===== config.mk =====
export PLATFORM = sky130hd
export DESIGN_NAME = banked_window_blit_splitter
export DESIGN_NICKNAME = d
export VERILOG_FILES = /design/src/design/bwbs_pkg.sv /design/src/design/bwbs_front.sv /design/src/design/bwbs_queue.sv /design/src/design/bwbs_back.sv /design/src/design/banked_window_blit_splitter.sv
export SDC_FILE = /design/constraint.sdc
export NUM_CORES = 2
export LEC_CHECK = 0
export BUFFER_PORTS_ARGS = -buffer_cell sky130_fd_sc_hd__buf_4
export CELL_PAD_IN_SITES_DETAIL_PLACEMENT = 1
export CELL_PAD_IN_SITES_GLOBAL_PLACEMENT = 2
export CORE_UTILIZATION = 35
export DETAILED_ROUTE_END_ITERATION = 16
export HOLD_SLACK_MARGIN = 0.05
export PLACE_DENSITY_LB_ADDON = 0.1
export REMOVE_ABC_BUFFERS = 1
export SYNTH_ARGS = -nofsm -noshare
export SYNTH_HDL_FRONTEND = slang
export SYNTH_HIERARCHICAL = 1
export SYNTH_SLANG_ARGS = --single-unit

===== constraint.sdc =====
create_clock -name clock -period 6.7 [get_ports clock]
set_clock_uncertainty 0.15 [all_clocks]
set_input_delay 1.34 -clock clock [delete_from_list [all_inputs] [get_ports clock]]
set_output_delay 1.34 -clock clock [all_outputs]
set_load 0.1 [all_outputs]

===== src/design/bwbs_pkg.sv =====
`default_nettype none

package bwbs_pkg;

   localparam int WINDOW_BYTES_DEFAULT = 65536;
   localparam int QUEUE_DEPTH_DEFAULT  = 4;

   localparam int PITCH_W   = 15;
   localparam int BPP_W     = 3;
   localparam int GRAN_W    = 7;
   localparam int ROW_Y_W   = 11;
   localparam int ROW_X_W   = 12;
   localparam int WIDTH_W   = 13;
   localparam int ADDR_SRC_W = 32;
   localparam int LEN_W     = 15;
   localparam int POS_W     = 16;
   localparam int OFFS_W    = 16;
   localparam int CACHE_W   = 10;
   // pitch * y + x * bpp fits in 27 bits for every register value
   localparam int ADDR_W    = 27;
   localparam int MAX_COPY  = 16384;

   localparam int CSR_INDEX_W = 4;
   localparam int CSR_DATA_W  = 15;

   localparam logic [CSR_INDEX_W-1:0] CSR_FRAME_PITCH     = 4'd0;
   localparam logic [CSR_INDEX_W-1:0] CSR_BYTES_PER_PIXEL = 4'd1;
   localparam logic [CSR_INDEX_W-1:0] CSR_GRANULES        = 4'd2;
   localparam logic [CSR_INDEX_W-1:0] CSR_USE_WINDOW_A    = 4'd3;

   localparam logic CMD_COPY   = 1'b0;
   localparam logic CMD_SELECT = 1'b1;

   typedef struct packed {
      logic [PITCH_W-1:0] frame_pitch;
      logic [BPP_W-1:0]   bytes_per_pixel;
      logic [GRAN_W-1:0]  granules_per_bank;
      logic               use_window_a;
   } cfg_type;

   // one classified row, as the back end needs it
   typedef struct packed {
      logic                  sel_first;
      logic                  split;
      logic                  final_row;
      logic                  window_sel;
      logic [POS_W-1:0]      bank_pos0;
      logic [POS_W-1:0]      bank_pos1;
      logic [OFFS_W-1:0]     offset;
      logic [ADDR_SRC_W-1:0] src0;
      logic [ADDR_SRC_W-1:0] src1;
      logic [LEN_W-1:0]      len0;
      logic [LEN_W-1:0]      len1;
   } row_cmd_type;

endpackage

`default_nettype wire


===== src/design/bwbs_front.sv =====
`default_nettype none

module bwbs_front #(
   parameter int WINDOW_BYTES = bwbs_pkg::WINDOW_BYTES_DEFAULT
) (
   input  wire logic                            clock,
   input  wire logic                            reset,
   input  wire bwbs_pkg::cfg_type               cfg,
   input  wire logic                            req_valid,
   output logic                                 req_ready,
   input  wire logic [bwbs_pkg::ROW_Y_W-1:0]    req_row_y,
   input  wire logic [bwbs_pkg::ROW_X_W-1:0]    req_row_x,
   input  wire logic [bwbs_pkg::WIDTH_W-1:0]    req_width_pixels,
   input  wire logic [bwbs_pkg::ADDR_SRC_W-1:0] req_source_address,
   input  wire logic                            req_final_row,
   output logic                                 q_push,
   output bwbs_pkg::row_cmd_type                q_data,
   input  wire logic                            q_full
);
   import bwbs_pkg::*;

   localparam int WIN_BITS = $clog2(WINDOW_BYTES);
   localparam int BANK_W   = ADDR_W - WIN_BITS;
   localparam logic [16:0] WIN_END = 17'(WINDOW_BYTES);

   // stage a: products
   logic                     a_valid_ff, a_valid_in;
   logic [25:0]              a_py_ff;
   logic [14:0]              a_xb_ff;
   logic [15:0]              a_lb_ff;
   logic [ADDR_SRC_W-1:0]    a_src_ff;
   logic                     a_fin_ff;
   // stage b: address and clipped length
   logic                     b_valid_ff, b_valid_in;
   logic [ADDR_W-1:0]        b_addr_ff;
   logic [LEN_W-1:0]         b_len_ff;
   logic [ADDR_SRC_W-1:0]    b_src_ff;
   logic                     b_fin_ff;
   // bank cache, tracked in item order
   logic [CACHE_W-1:0]       cur_bank_ff, cur_bank_in;
   logic                     bank_known_ff, bank_known_in;

   logic                     a_take, a_move, b_take;
   logic [BANK_W-1:0]        bank;
   logic [15:0]              bank_ext, bank_inc;
   logic [16:0]              offset_ext, end_sum, first17;
   logic [LEN_W-1:0]         first, rest, rest_clip;
   logic [22:0]              prod0, prod1;
   logic                     len_zero, need_sel, split;

   assign b_take    = !b_valid_ff || q_push;
   assign a_move    = a_valid_ff && b_take;
   assign a_take    = !a_valid_ff || a_move;
   assign req_ready = a_take;
   assign q_push    = b_valid_ff && !q_full;

   assign a_valid_in = a_take ? req_valid : a_valid_ff;
   assign b_valid_in = b_take ? a_valid_ff : b_valid_ff;

   always_ff @(posedge clock) begin
      if (reset) begin
         a_valid_ff    <= 1'b0;
         b_valid_ff    <= 1'b0;
         cur_bank_ff   <= '0;
         bank_known_ff <= 1'b0;
      end else begin
         a_valid_ff    <= a_valid_in;
         b_valid_ff    <= b_valid_in;
         cur_bank_ff   <= cur_bank_in;
         bank_known_ff <= bank_known_in;
      end
   end

   always_ff @(posedge clock) begin
      if (a_take) begin
         a_py_ff  <= 26'(cfg.frame_pitch) * 26'(req_row_y);
         a_xb_ff  <= 15'(req_row_x) * 15'(cfg.bytes_per_pixel);
         a_lb_ff  <= 16'(req_width_pixels) * 16'(cfg.bytes_per_pixel);
         a_src_ff <= req_source_address;
         a_fin_ff <= req_final_row;
      end
      if (b_take) begin
         b_addr_ff <= {1'b0, a_py_ff} + ADDR_W'(a_xb_ff);
         b_len_ff  <= (a_lb_ff > 16'(MAX_COPY)) ? LEN_W'(MAX_COPY) : a_lb_ff[LEN_W-1:0];
         b_src_ff  <= a_src_ff;
         b_fin_ff  <= a_fin_ff;
      end
   end

   // classify against the cached bank
   always_comb begin
      bank       = b_addr_ff[ADDR_W-1:WIN_BITS];
      bank_ext   = 16'(bank);
      bank_inc   = bank_ext + 16'd1;
      offset_ext = 17'(b_addr_ff[WIN_BITS-1:0]);
      len_zero   = (b_len_ff == '0);
      need_sel   = !len_zero && (!bank_known_ff || bank_ext[CACHE_W-1:0] != cur_bank_ff);
      end_sum    = offset_ext + 17'(b_len_ff);
      split      = end_sum > WIN_END;
      // first < len when split, so it fits the length width
      first17    = WIN_END - offset_ext;
      first      = first17[LEN_W-1:0];
      rest       = b_len_ff - first;
      rest_clip  = (17'(rest) > WIN_END) ? LEN_W'(WINDOW_BYTES) : rest;
      prod0      = 23'(bank_ext) * 23'(cfg.granules_per_bank);
      prod1      = 23'(bank_inc) * 23'(cfg.granules_per_bank);

      q_data.sel_first  = need_sel;
      q_data.split      = split;
      q_data.final_row  = b_fin_ff;
      q_data.window_sel = ~cfg.use_window_a;
      q_data.bank_pos0  = prod0[POS_W-1:0];
      q_data.bank_pos1  = prod1[POS_W-1:0];
      q_data.offset     = OFFS_W'(b_addr_ff[WIN_BITS-1:0]);
      q_data.src0       = b_src_ff;
      q_data.src1       = b_src_ff + ADDR_SRC_W'(first);
      q_data.len0       = split ? first : b_len_ff;
      q_data.len1       = rest_clip;

      cur_bank_in   = cur_bank_ff;
      bank_known_in = bank_known_ff;
      if (q_push && !len_zero) begin
         bank_known_in = 1'b1;
         cur_bank_in   = split ? bank_inc[CACHE_W-1:0] : bank_ext[CACHE_W-1:0];
      end
   end

endmodule

`default_nettype wire


===== src/design/bwbs_queue.sv =====
`default_nettype none

module bwbs_queue #(
   parameter int QUEUE_DEPTH = bwbs_pkg::QUEUE_DEPTH_DEFAULT
) (
   input  wire logic                  clock,
   input  wire logic                  reset,
   input  wire logic                  push,
   input  wire bwbs_pkg::row_cmd_type push_data,
   output logic                       full,
   input  wire logic                  pop,
   output bwbs_pkg::row_cmd_type      head,
   output logic                       head_valid
);
   import bwbs_pkg::*;

   localparam int PTR_W = $clog2(QUEUE_DEPTH);
   localparam int CNT_W = $clog2(QUEUE_DEPTH + 1);
   localparam logic [PTR_W-1:0] PTR_LAST = PTR_W'(QUEUE_DEPTH - 1);

   row_cmd_type         mem [QUEUE_DEPTH];
   logic [PTR_W-1:0]    wr_ptr_ff, wr_ptr_in;
   logic [PTR_W-1:0]    rd_ptr_ff, rd_ptr_in;
   logic [CNT_W-1:0]    count_ff, count_in;

   assign full       = (count_ff == CNT_W'(QUEUE_DEPTH));
   assign head_valid = (count_ff != '0);
   assign head       = mem[rd_ptr_ff];

   always_comb begin
      wr_ptr_in = wr_ptr_ff;
      rd_ptr_in = rd_ptr_ff;
      // pointers wrap at the last entry, so depths other than powers of two also work
      if (push) begin
         wr_ptr_in = (wr_ptr_ff == PTR_LAST) ? '0 : wr_ptr_ff + PTR_W'(1);
      end
      if (pop) begin
         rd_ptr_in = (rd_ptr_ff == PTR_LAST) ? '0 : rd_ptr_ff + PTR_W'(1);
      end
      count_in  = count_ff;
      if (push && !pop) begin
         count_in = count_ff + CNT_W'(1);
      end else if (pop && !push) begin
         count_in = count_ff - CNT_W'(1);
      end
   end

   always_ff @(posedge clock) begin
      if (reset) begin
         wr_ptr_ff <= '0;
         rd_ptr_ff <= '0;
         count_ff  <= '0;
      end else begin
         wr_ptr_ff <= wr_ptr_in;
         rd_ptr_ff <= rd_ptr_in;
         count_ff  <= count_in;
      end
   end

   always_ff @(posedge clock) begin
      if (push) begin
         mem[wr_ptr_ff] <= push_data;
      end
   end

endmodule

`default_nettype wire


===== src/design/bwbs_back.sv =====
`default_nettype none

module bwbs_back (
   input  wire logic                             clock,
   input  wire logic                             reset,
   input  wire bwbs_pkg::row_cmd_type            head,
   input  wire logic                             head_valid,
   output logic                                  pop,
   output logic                                  rsp_valid,
   input  wire logic                             rsp_ready,
   output logic                                  rsp_command_kind,
   output logic                                  rsp_window_select,
   output logic [bwbs_pkg::POS_W-1:0]            rsp_bank_position,
   output logic [bwbs_pkg::OFFS_W-1:0]           rsp_window_offset,
   output logic [bwbs_pkg::ADDR_SRC_W-1:0]       rsp_copy_source,
   output logic [bwbs_pkg::LEN_W-1:0]            rsp_copy_length,
   output logic                                  rsp_row_done,
   output logic                                  rsp_blit_done
);
   import bwbs_pkg::*;

   // slots of a row's run, some skipped
   localparam logic [1:0] STEP_SEL0  = 2'd0;
   localparam logic [1:0] STEP_COPY0 = 2'd1;
   localparam logic [1:0] STEP_SEL1  = 2'd2;
   localparam logic [1:0] STEP_COPY1 = 2'd3;

   logic [1:0]              count_ff, count_in;
   logic                    rsp_valid_ff, rsp_valid_in;
   logic                    kind_ff, wsel_ff, row_done_ff, blit_done_ff;
   logic [POS_W-1:0]        pos_ff;
   logic [OFFS_W-1:0]       offs_ff;
   logic [ADDR_SRC_W-1:0]   src_ff;
   logic [LEN_W-1:0]        len_ff;

   logic                    out_load, emit, last;
   logic [1:0]              slot;
   logic                    kind_c, wsel_c;
   logic [POS_W-1:0]        pos_c;
   logic [OFFS_W-1:0]       offs_c;
   logic [ADDR_SRC_W-1:0]   src_c;
   logic [LEN_W-1:0]        len_c;

   assign out_load = !rsp_valid_ff || rsp_ready;
   assign emit     = head_valid && out_load;
   assign slot     = count_ff + (head.sel_first ? 2'd0 : 2'd1);
   assign last     = (slot == (head.split ? STEP_COPY1 : STEP_COPY0));
   assign pop      = emit && last;

   assign rsp_valid_in = out_load ? head_valid : rsp_valid_ff;
   assign count_in     = emit ? (last ? 2'd0 : count_ff + 2'd1) : count_ff;

   always_comb begin
      kind_c = CMD_COPY;
      wsel_c = 1'b0;
      pos_c  = '0;
      offs_c = '0;
      src_c  = '0;
      len_c  = '0;
      unique case (slot)
         STEP_SEL0: begin
            kind_c = CMD_SELECT;
            wsel_c = head.window_sel;
            pos_c  = head.bank_pos0;
         end
         STEP_COPY0: begin
            offs_c = head.offset;
            src_c  = head.src0;
            len_c  = head.len0;
         end
         STEP_SEL1: begin
            kind_c = CMD_SELECT;
            wsel_c = head.window_sel;
            pos_c  = head.bank_pos1;
         end
         STEP_COPY1: begin
            src_c = head.src1;
            len_c = head.len1;
         end
         default: begin
            kind_c = CMD_COPY;
         end
      endcase
   end

   always_ff @(posedge clock) begin
      if (reset) begin
         count_ff     <= '0;
         rsp_valid_ff <= 1'b0;
      end else begin
         count_ff     <= count_in;
         rsp_valid_ff <= rsp_valid_in;
      end
   end

   always_ff @(posedge clock) begin
      if (emit) begin
         kind_ff      <= kind_c;
         wsel_ff      <= wsel_c;
         pos_ff       <= pos_c;
         offs_ff      <= offs_c;
         src_ff       <= src_c;
         len_ff       <= len_c;
         row_done_ff  <= last;
         blit_done_ff <= last && head.final_row;
      end
   end

   assign rsp_valid         = rsp_valid_ff;
   assign rsp_command_kind  = kind_ff;
   assign rsp_window_select = wsel_ff;
   assign rsp_bank_position = pos_ff;
   assign rsp_window_offset = offs_ff;
   assign rsp_copy_source   = src_ff;
   assign rsp_copy_length   = len_ff;
   assign rsp_row_done      = row_done_ff;
   assign rsp_blit_done     = blit_done_ff;

endmodule

`default_nettype wire


===== src/design/banked_window_blit_splitter.sv =====
// channel   direction  handshake          payload
// req_      in         req_valid/ready    row_y, row_x, width_pixels, source_address, final_row
// rsp_      out        rsp_valid/ready    one command per item, up to four per row
// csr_      in         csr_valid/ready    csr_index, csr_data
//
// rows are accepted one per cycle while req_ready is high, into two multiply/add stages and a
// QUEUE_DEPTH-row queue (four rows by default); the back end sends one command per cycle while
// rsp_ready is high, from the queue head through an output register, so a row gives 1 to 4
// commands on rsp_, set by its bank select and cut
// reset is synchronous and clears the bank cache, queue and registers to defaults
// a stalled rsp_ holds the output register, then fills the queue, then drops req_ready
// WINDOW_BYTES must be a power of two; the block itself does not enforce it
`default_nettype none

module banked_window_blit_splitter #(
   parameter int WINDOW_BYTES = bwbs_pkg::WINDOW_BYTES_DEFAULT,
   parameter int QUEUE_DEPTH  = bwbs_pkg::QUEUE_DEPTH_DEFAULT
) (
   input  wire logic                             clock,
   input  wire logic                             reset,
   input  wire logic                             csr_valid,
   output logic                                  csr_ready,
   input  wire logic [bwbs_pkg::CSR_INDEX_W-1:0] csr_index,
   input  wire logic [bwbs_pkg::CSR_DATA_W-1:0]  csr_data,
   input  wire logic                             req_valid,
   output logic                                  req_ready,
   input  wire logic [bwbs_pkg::ROW_Y_W-1:0]     req_row_y,
   input  wire logic [bwbs_pkg::ROW_X_W-1:0]     req_row_x,
   input  wire logic [bwbs_pkg::WIDTH_W-1:0]     req_width_pixels,
   input  wire logic [bwbs_pkg::ADDR_SRC_W-1:0]  req_source_address,
   input  wire logic                             req_final_row,
   output logic                                  rsp_valid,
   input  wire logic                             rsp_ready,
   output logic                                  rsp_command_kind,
   output logic                                  rsp_window_select,
   output logic [bwbs_pkg::POS_W-1:0]            rsp_bank_position,
   output logic [bwbs_pkg::OFFS_W-1:0]           rsp_window_offset,
   output logic [bwbs_pkg::ADDR_SRC_W-1:0]       rsp_copy_source,
   output logic [bwbs_pkg::LEN_W-1:0]            rsp_copy_length,
   output logic                                  rsp_row_done,
   output logic                                  rsp_blit_done
);
   import bwbs_pkg::*;

   cfg_type       cfg_ff, cfg_in;
   row_cmd_type   q_data, q_head;
   logic          q_push, q_full, q_pop, q_head_valid;

   assign csr_ready = 1'b1;

   always_comb begin
      cfg_in = cfg_ff;
      if (csr_valid) begin
         unique case (csr_index)
            CSR_FRAME_PITCH:     cfg_in.frame_pitch       = csr_data[PITCH_W-1:0];
            CSR_BYTES_PER_PIXEL: cfg_in.bytes_per_pixel   = csr_data[BPP_W-1:0];
            CSR_GRANULES:        cfg_in.granules_per_bank = csr_data[GRAN_W-1:0];
            CSR_USE_WINDOW_A:    cfg_in.use_window_a      = csr_data[0];
            default:             cfg_in = cfg_ff;
         endcase
      end
   end

   always_ff @(posedge clock) begin
      if (reset) begin
         cfg_ff.frame_pitch       <= PITCH_W'(640);
         cfg_ff.bytes_per_pixel   <= BPP_W'(1);
         cfg_ff.granules_per_bank <= GRAN_W'(1);
         cfg_ff.use_window_a      <= 1'b1;
      end else begin
         cfg_ff <= cfg_in;
      end
   end

   bwbs_front #(
      .WINDOW_BYTES(WINDOW_BYTES)
   ) u_front (
      .clock              (clock),
      .reset              (reset),
      .cfg                (cfg_ff),
      .req_valid          (req_valid),
      .req_ready          (req_ready),
      .req_row_y          (req_row_y),
      .req_row_x          (req_row_x),
      .req_width_pixels   (req_width_pixels),
      .req_source_address (req_source_address),
      .req_final_row      (req_final_row),
      .q_push             (q_push),
      .q_data             (q_data),
      .q_full             (q_full)
   );

   bwbs_queue #(
      .QUEUE_DEPTH(QUEUE_DEPTH)
   ) u_queue (
      .clock      (clock),
      .reset      (reset),
      .push       (q_push),
      .push_data  (q_data),
      .full       (q_full),
      .pop        (q_pop),
      .head       (q_head),
      .head_valid (q_head_valid)
   );

   bwbs_back u_back (
      .clock             (clock),
      .reset             (reset),
      .head              (q_head),
      .head_valid        (q_head_valid),
      .pop               (q_pop),
      .rsp_valid         (rsp_valid),
      .rsp_ready         (rsp_ready),
      .rsp_command_kind  (rsp_command_kind),
      .rsp_window_select (rsp_window_select),
      .rsp_bank_position (rsp_bank_position),
      .rsp_window_offset (rsp_window_offset),
      .rsp_copy_source   (rsp_copy_source),
      .rsp_copy_length   (rsp_copy_length),
      .rsp_row_done      (rsp_row_done),
      .rsp_blit_done     (rsp_blit_done)
   );

   a_reset_clears_out: assert property (@(posedge clock) reset |=> !rsp_valid)
      else $error("result valid after reset");

   a_blit_implies_row: assert property (@(posedge clock) disable iff (reset)
      (rsp_valid && rsp_blit_done) |-> rsp_row_done)
      else $error("blit done without row done");

   a_select_fields: assert property (@(posedge clock) disable iff (reset)
      (rsp_valid && rsp_command_kind == CMD_SELECT) |->
         (rsp_copy_length == '0 && rsp_window_offset == '0 && !rsp_row_done))
      else $error("select command carries copy fields or ends a row");

   a_copy_fields: assert property (@(posedge clock) disable iff (reset)
      (rsp_valid && rsp_command_kind == CMD_COPY) |->
         (rsp_bank_position == '0 && !rsp_window_select))
      else $error("copy command carries select fields");

endmodule

`default_nettype wire


# After elaboration in Yosys (flattened, before gate mapping)
# Memory sizes are Yosys's and may differ from the RTL's. A register that Yosys moved wholly into a read port is not among the register bits.
# Index checks and enable logic that the tools add are counted.
# Widths: inputs -> output; s select.
[classes] bitwise_logic=1 magnitude_cmp=3 addsub=12 n_reduce_logical=31 n_mul=5 eq_ne=11 mux=18
[op_table] op="$pmux 32 s2" count=1
[op_table] op="$add 32x15->32" count=1
[op_table] op="$pmux 16 s2" count=1
[op_table] op="$mux 15" count=2
[op_table] op="$pmux 15 s2" count=1
[op_table] op="$add 26x15->27" count=1
[op_table] op="$mul 15x11->26" count=1
[op_table] op="$add 16x15->17" count=1
[op_table] op="$gt 15x17->1 const B" count=1
[op_table] op="$gt 17x17->1 const B" count=1
[op_table] op="$gt 16x15->1 const B" count=1
[op_table] op="$mul 11x7->16" count=1
[op_table] op="$mul 13x3->16" count=1
[op_table] op="$mul 16x7->16" count=1
[op_table] op="$logic_not 15->1" count=1
[op_table] op="$mul 12x3->15" count=1
[op_table] op="$sub 1x15->15 const A" count=1
[op_table] op="$sub 15x15->15" count=1
[op_table] op="$add 11x1->12 const B" count=1
[op_table] op="$mux 2" count=6
[op_table] op="$mux 10" count=1
[op_table] op="$ne 10x10->1" count=1
[op_table] op="$logic_and 1x1->1" count=9
[op_table] op="$eq 2x2->1 const B" count=4
[op_table] op="other kinds (20)" count=40
[totals] out_inout_bits=86 input_bits=93 memories=1 wordCells=112 mem_bits_rw=584 regBits=297
[memory_table] name="u_queue.mem" words=4 word_bits=146 rd=1 rd_clocked_by_memory_dff=1 write_ports=1 line_no="bwbs_queue.sv:21" text="row_cmd_type mem [QUEUE_DEPTH];"

# Longest topological paths before layout
[depth] word_depth=7 ltp_mapped=22

# By module
# Netlist, hierarchy kept.
[by_module_without_submodules] module="bwbs_queue" instances=1 cells_per_inst=806 area_each_um2=21516.9 seq_area_each_um2=17717.0
[by_module_without_submodules] module="bwbs_front" instances=1 cells_per_inst=2274 area_each_um2=21486.9 seq_area_each_um2=5215.0
[by_module_without_submodules] module="bwbs_back" instances=1 cells_per_inst=337 area_each_um2=3749.8 seq_area_each_um2=2552.4
[by_module_without_submodules] module="banked_window_blit_splitter" instances=1 cells_per_inst=107 area_each_um2=1136.1 seq_area_each_um2=520.5

# Least setup slack after synthesis
# Ideal clock, no wire load.
[synth_path] kind="input to register" start="input port req_row_y[2] (netlist name)" end="register u_front.a_py_ff[24] (data pin)" path_stages=20 slack_ps=-29 t_arrival_ps=6318 required_ps=6290 setup_ps=260 path_buffers=1 path_cell_list="clkbuf_1 > nand2_1 > fa_1 > fa_1 > inv_1 > fa_1 > fa_1 > inv_1 > fa_1 > inv_1 > ha_1 > a21o_1 > a21o_1 > a21o_1 > a311oi_1 > o21ai_0 > a41o_1 > o31ai_1 > mux2i_1 > nand2_1"
[synth_via] elab_chain_len=1
[synth_rtl] item="start, declared" line_no="banked_window_blit_splitter.sv:27" text="input wire logic [bwbs_pkg::ROW_Y_W-1:0] req_row_y,"
[synth_rtl] item="$mul 15x11->26" line_no="bwbs_front.sv:76" text="a_py_ff <= 26'(cfg.frame_pitch) * 26'(req_row_y);"
[synth_rtl] item="end signal, assigned" line_no="bwbs_front.sv:76"
[synth_rtl] item="end, declared" line_no="bwbs_front.sv:28" text="logic [25:0] a_py_ff;"
# No other way between the ends.
# A chain may end at the register's enable or synchronous reset.

# Worst setup path in the final report
[layout_path] start="input port req_row_y[5] (netlist name)" end="register u_front.a_py_ff[24] (data pin)"
# The elaborated chain is that of the path after synthesis.

==> impl_metrics.toml <==
[synthesis]
syn_area_um2 = 47900
synth-edff-count = 832
synth_warnings = 6
synth_cell_types = 75
syn_area_per_cell_um2 = 13.6
synth_cells = 3524
async_flop_share_pct = 0
ys_seq_area_share_pct = 54.3
ys.flop_type = "edfxtp_1"
ys_seq_elements = 883

[setup_path]
slowest_stage = "fa_1"
crit_required_ns = 6.95
path_class = "input port to register"
crit_path_end_kind = "register"
crit_start = "req_row_y[5]"
crit_path_start_kind = "input port"
crit_top_cell = "fa_1"
cp.depth = 20
path_cells = "buf_4 > nand2_1 > fa_1 > inv_1 > fa_1 > fa_1 > fa_1 > inv_1 > fa_1 > inv_1 > ha_1 > a21o_1 > a21o_1 > a21o_1 > a311oi_1 > o21ai_0 > a41o_1 > o31ai_1 > mux2i_1 > nand2_1"
arrival_ns = 6.50
path_delay_family = "adder cells"
critPathBufInv = 4
path_max_fanout = 12
r2r_start = "cfg_ff[17]"
cp_slowest_stage_delay_ns = 0.55
rr_worst_depth = 19

[hold_path]
min_from = "u_front/a_src_ff[13]"
whs_path_depth = 0
hp-class = "register to register"

[timing]
finalHoldViolCount = 0
setup_viol = 0
fmax_mhz = 160
slew_violations = 0
period_minus_slack_ns = 6.25
fin_tns_setup_ns = 0
worst_slew_pin_slew_ns = 1.19
rsz0062_at_grt = "false"
slew_headroom_pct = 20.3
finalCritPeriodShare_pct = 93.3
worst_hold_slack_ns = 0.271
layout_setup_ws_ns = 0.451

[die]
core_area_um2 = 136000
rows = 135
start_util_pct = 35.3
die_height_um = 372
die_area_um2 = 138000
pin_count = 179
die_width_um = 372

[cts]
postCtsSetupBuffers = 0
worstSkewPairLatency_ns = 0.69
h-tree-depth = 3
clk_path_buf_depth = 3
cts_buffers = 99
postCtsHoldBufs = 0
clkTransAtPathRegs_ns = 0.06
cts_repair_resize_count = 0
clock_sinks = 883
cts_tree = "built"
cts-root-buf = "clkbuf_16"

[pwr]
power.share.clock_pct = 30.7
p_int_w = 0.0115
combPwrFrac_pct = 27.7
ir_drop_mv = 0.169
seq_power_share_pct = 41.6
swShare_pct = 34.3
p_switching_w = 0.00601
power_w = 0.0175
cellPowerDensity_nw_per_um2 = 320
p_leak_nw = 21.1

[run]
maxCapViolations = 0

[global_routing]
antenna_found_initial = 2
grt_pass1_wl_um = 183000
grt_max_degree = 145
grt-busiest-layer = "met2"
grt_pass1_vias = 31100
grt_use_total_pct = 17.3
grt_overflow = 0
met2_usage_pct = 30.3
use_met1_pct = 22.5
grt_use_met3_pct = 2.24

[place]
dp_hpwl_um = 80600
dpl_worst_slack_ns = -0.260
place_congestion = 0.805
port_buffers = 177

[layout]
finalNetCount = 4298
layout-drive-gt1-share_pct = 16.3
area_growth_pct = 14.4

[route]
initialDrtViolationCount = 1255
wire_per_inst_um = 21.0
vias = 27700
ant_nets = 0
drt-pass1-iter-count = 5
vias_per_cell = 4.94
drc = 0
wl_um = 118000

[run_status]
status = "complete, no violations"
[logic make-up after synthesis]
group                    count (synthesis)  synth area share, %
AND/OR/NAND/NOR                        974                 9.87
buffers and inverters                  509                 4.65
multiplexers                           193                 7.88
other                                    1              0.00783
flip-flops                             883                 54.3
XOR/XNOR                               171                 3.19
AO/OA/AOI/OAI                          343                 4.68
adder cells (fa/ha/maj)                450                 15.4
[routing by layer]
metal  vias up  routed length, um  share of wire [%]
met4         0               2330                2.0
met2       366              59300                 50
li1      12900                  -                  -
met1     14400              52500                 44
met5         -                  0                  0
met3       123               3870                3.3
[Yosys cell counts (24+ instances only)]
cell type,instances,area (um2)
nor2_1,120,450
and2_1,159,995
a21oi_1,130,651
dfxtp_1,51,1020
xnor2_1,132,1160
mux2i_1,34,340
nor2b_1,52,325
edfxtp_1,832,25000
buf_4,24,180
xor2_1,36,315
nand2b_1,51,319
inv_1,356,1340
ha_1,216,2700
nor3_1,35,175
clkbuf_1,78,293
fa_1,234,4680
o21ai_0,43,215
and3_1,29,181
mux4_2,146,3290
nand2_1,416,1560
a21o_1,30,225
nand3_1,34,170
[sequential cells by signal, summed over array words and instances (netlist names), 16 cells and up, named ones only]
| signal | flops |
|---|---|
| u_back/rsp_bank_position | 16 |
| u_front/a_lb_ff | 16 |
| u_front/a_src_ff | 32 |
| u_front/a_py_ff | 26 |
| cfg_ff | 26 |
| u_front/b_addr_ff | 27 |
| u_front/b_src_ff | 32 |
| u_back/rsp_copy_source | 32 |
| u_queue/mem | 584 |
| u_back/rsp_window_offset | 16 |
[cell usage in the layout (no fill, tap or decap), drive strengths merged, types with 40 or more instances in the layout]
master  count
nand2b     51
ha        216
fa        234
clkbuf    128
nor2      121
inv       360
clkinv     40
buf       282
mux4      146
and2      159
dfxtp      51
edfxtp    832
nand2     416
a21oi     130
nor2b      52
o21ai      46
xnor2     133
[path summary, 6_finish.rpt]
check	slack [ns]	to
worst max-delay path	0.45	u_front/a_py_ff[24]
worst min-delay path	0.27	u_front/b_src_ff[13]
worst max register to register	0.48	u_front/a_py_ff[24]
worst min register to register	0.27	u_front/b_src_ff[13]
[through the flow]
step | instances | util (%) | area (um2)
final | 5621 | 40.4 | 54800
after detailed placement | 5435 | 38.0 | 51500
after global placement | 5435 | 38.0 | 51500
after CTS | 5618 | 40.4 | 54800
after global routing | 5618 | 40.4 | 54800
after floorplan | 3372 | - | 47000
[cell type report]
class,count,area (um2)
Timing Repair Buffer,282,2200
Clock inverter,55,571
Tap cell,1781,2230
Sequential cell,883,26000
Multi-Input combinational cell,2132,19700
Clock buffer,128,2680
Inverter,357,1340
Fill cell,14000,80900
Antenna cell,3,7.51
[power by group through the flow]
stage | combinational, W | clock, W | sequential (W)
2_1_floorplan | 0.00213 | 0 | 0.00862
3_3_place_gp | 0.00483 | 0 | 0.00741
3_5_place_dp | 0.00494 | 0 | 0.00743
4_1_cts | 0.00496 | 0.00558 | 0.00732
5_1_grt | 0.00527 | 0.00576 | 0.00736
6_report | 0.00485 | 0.00538 | 0.00730
No activity file was read; power rests on OpenSTA's default activity.
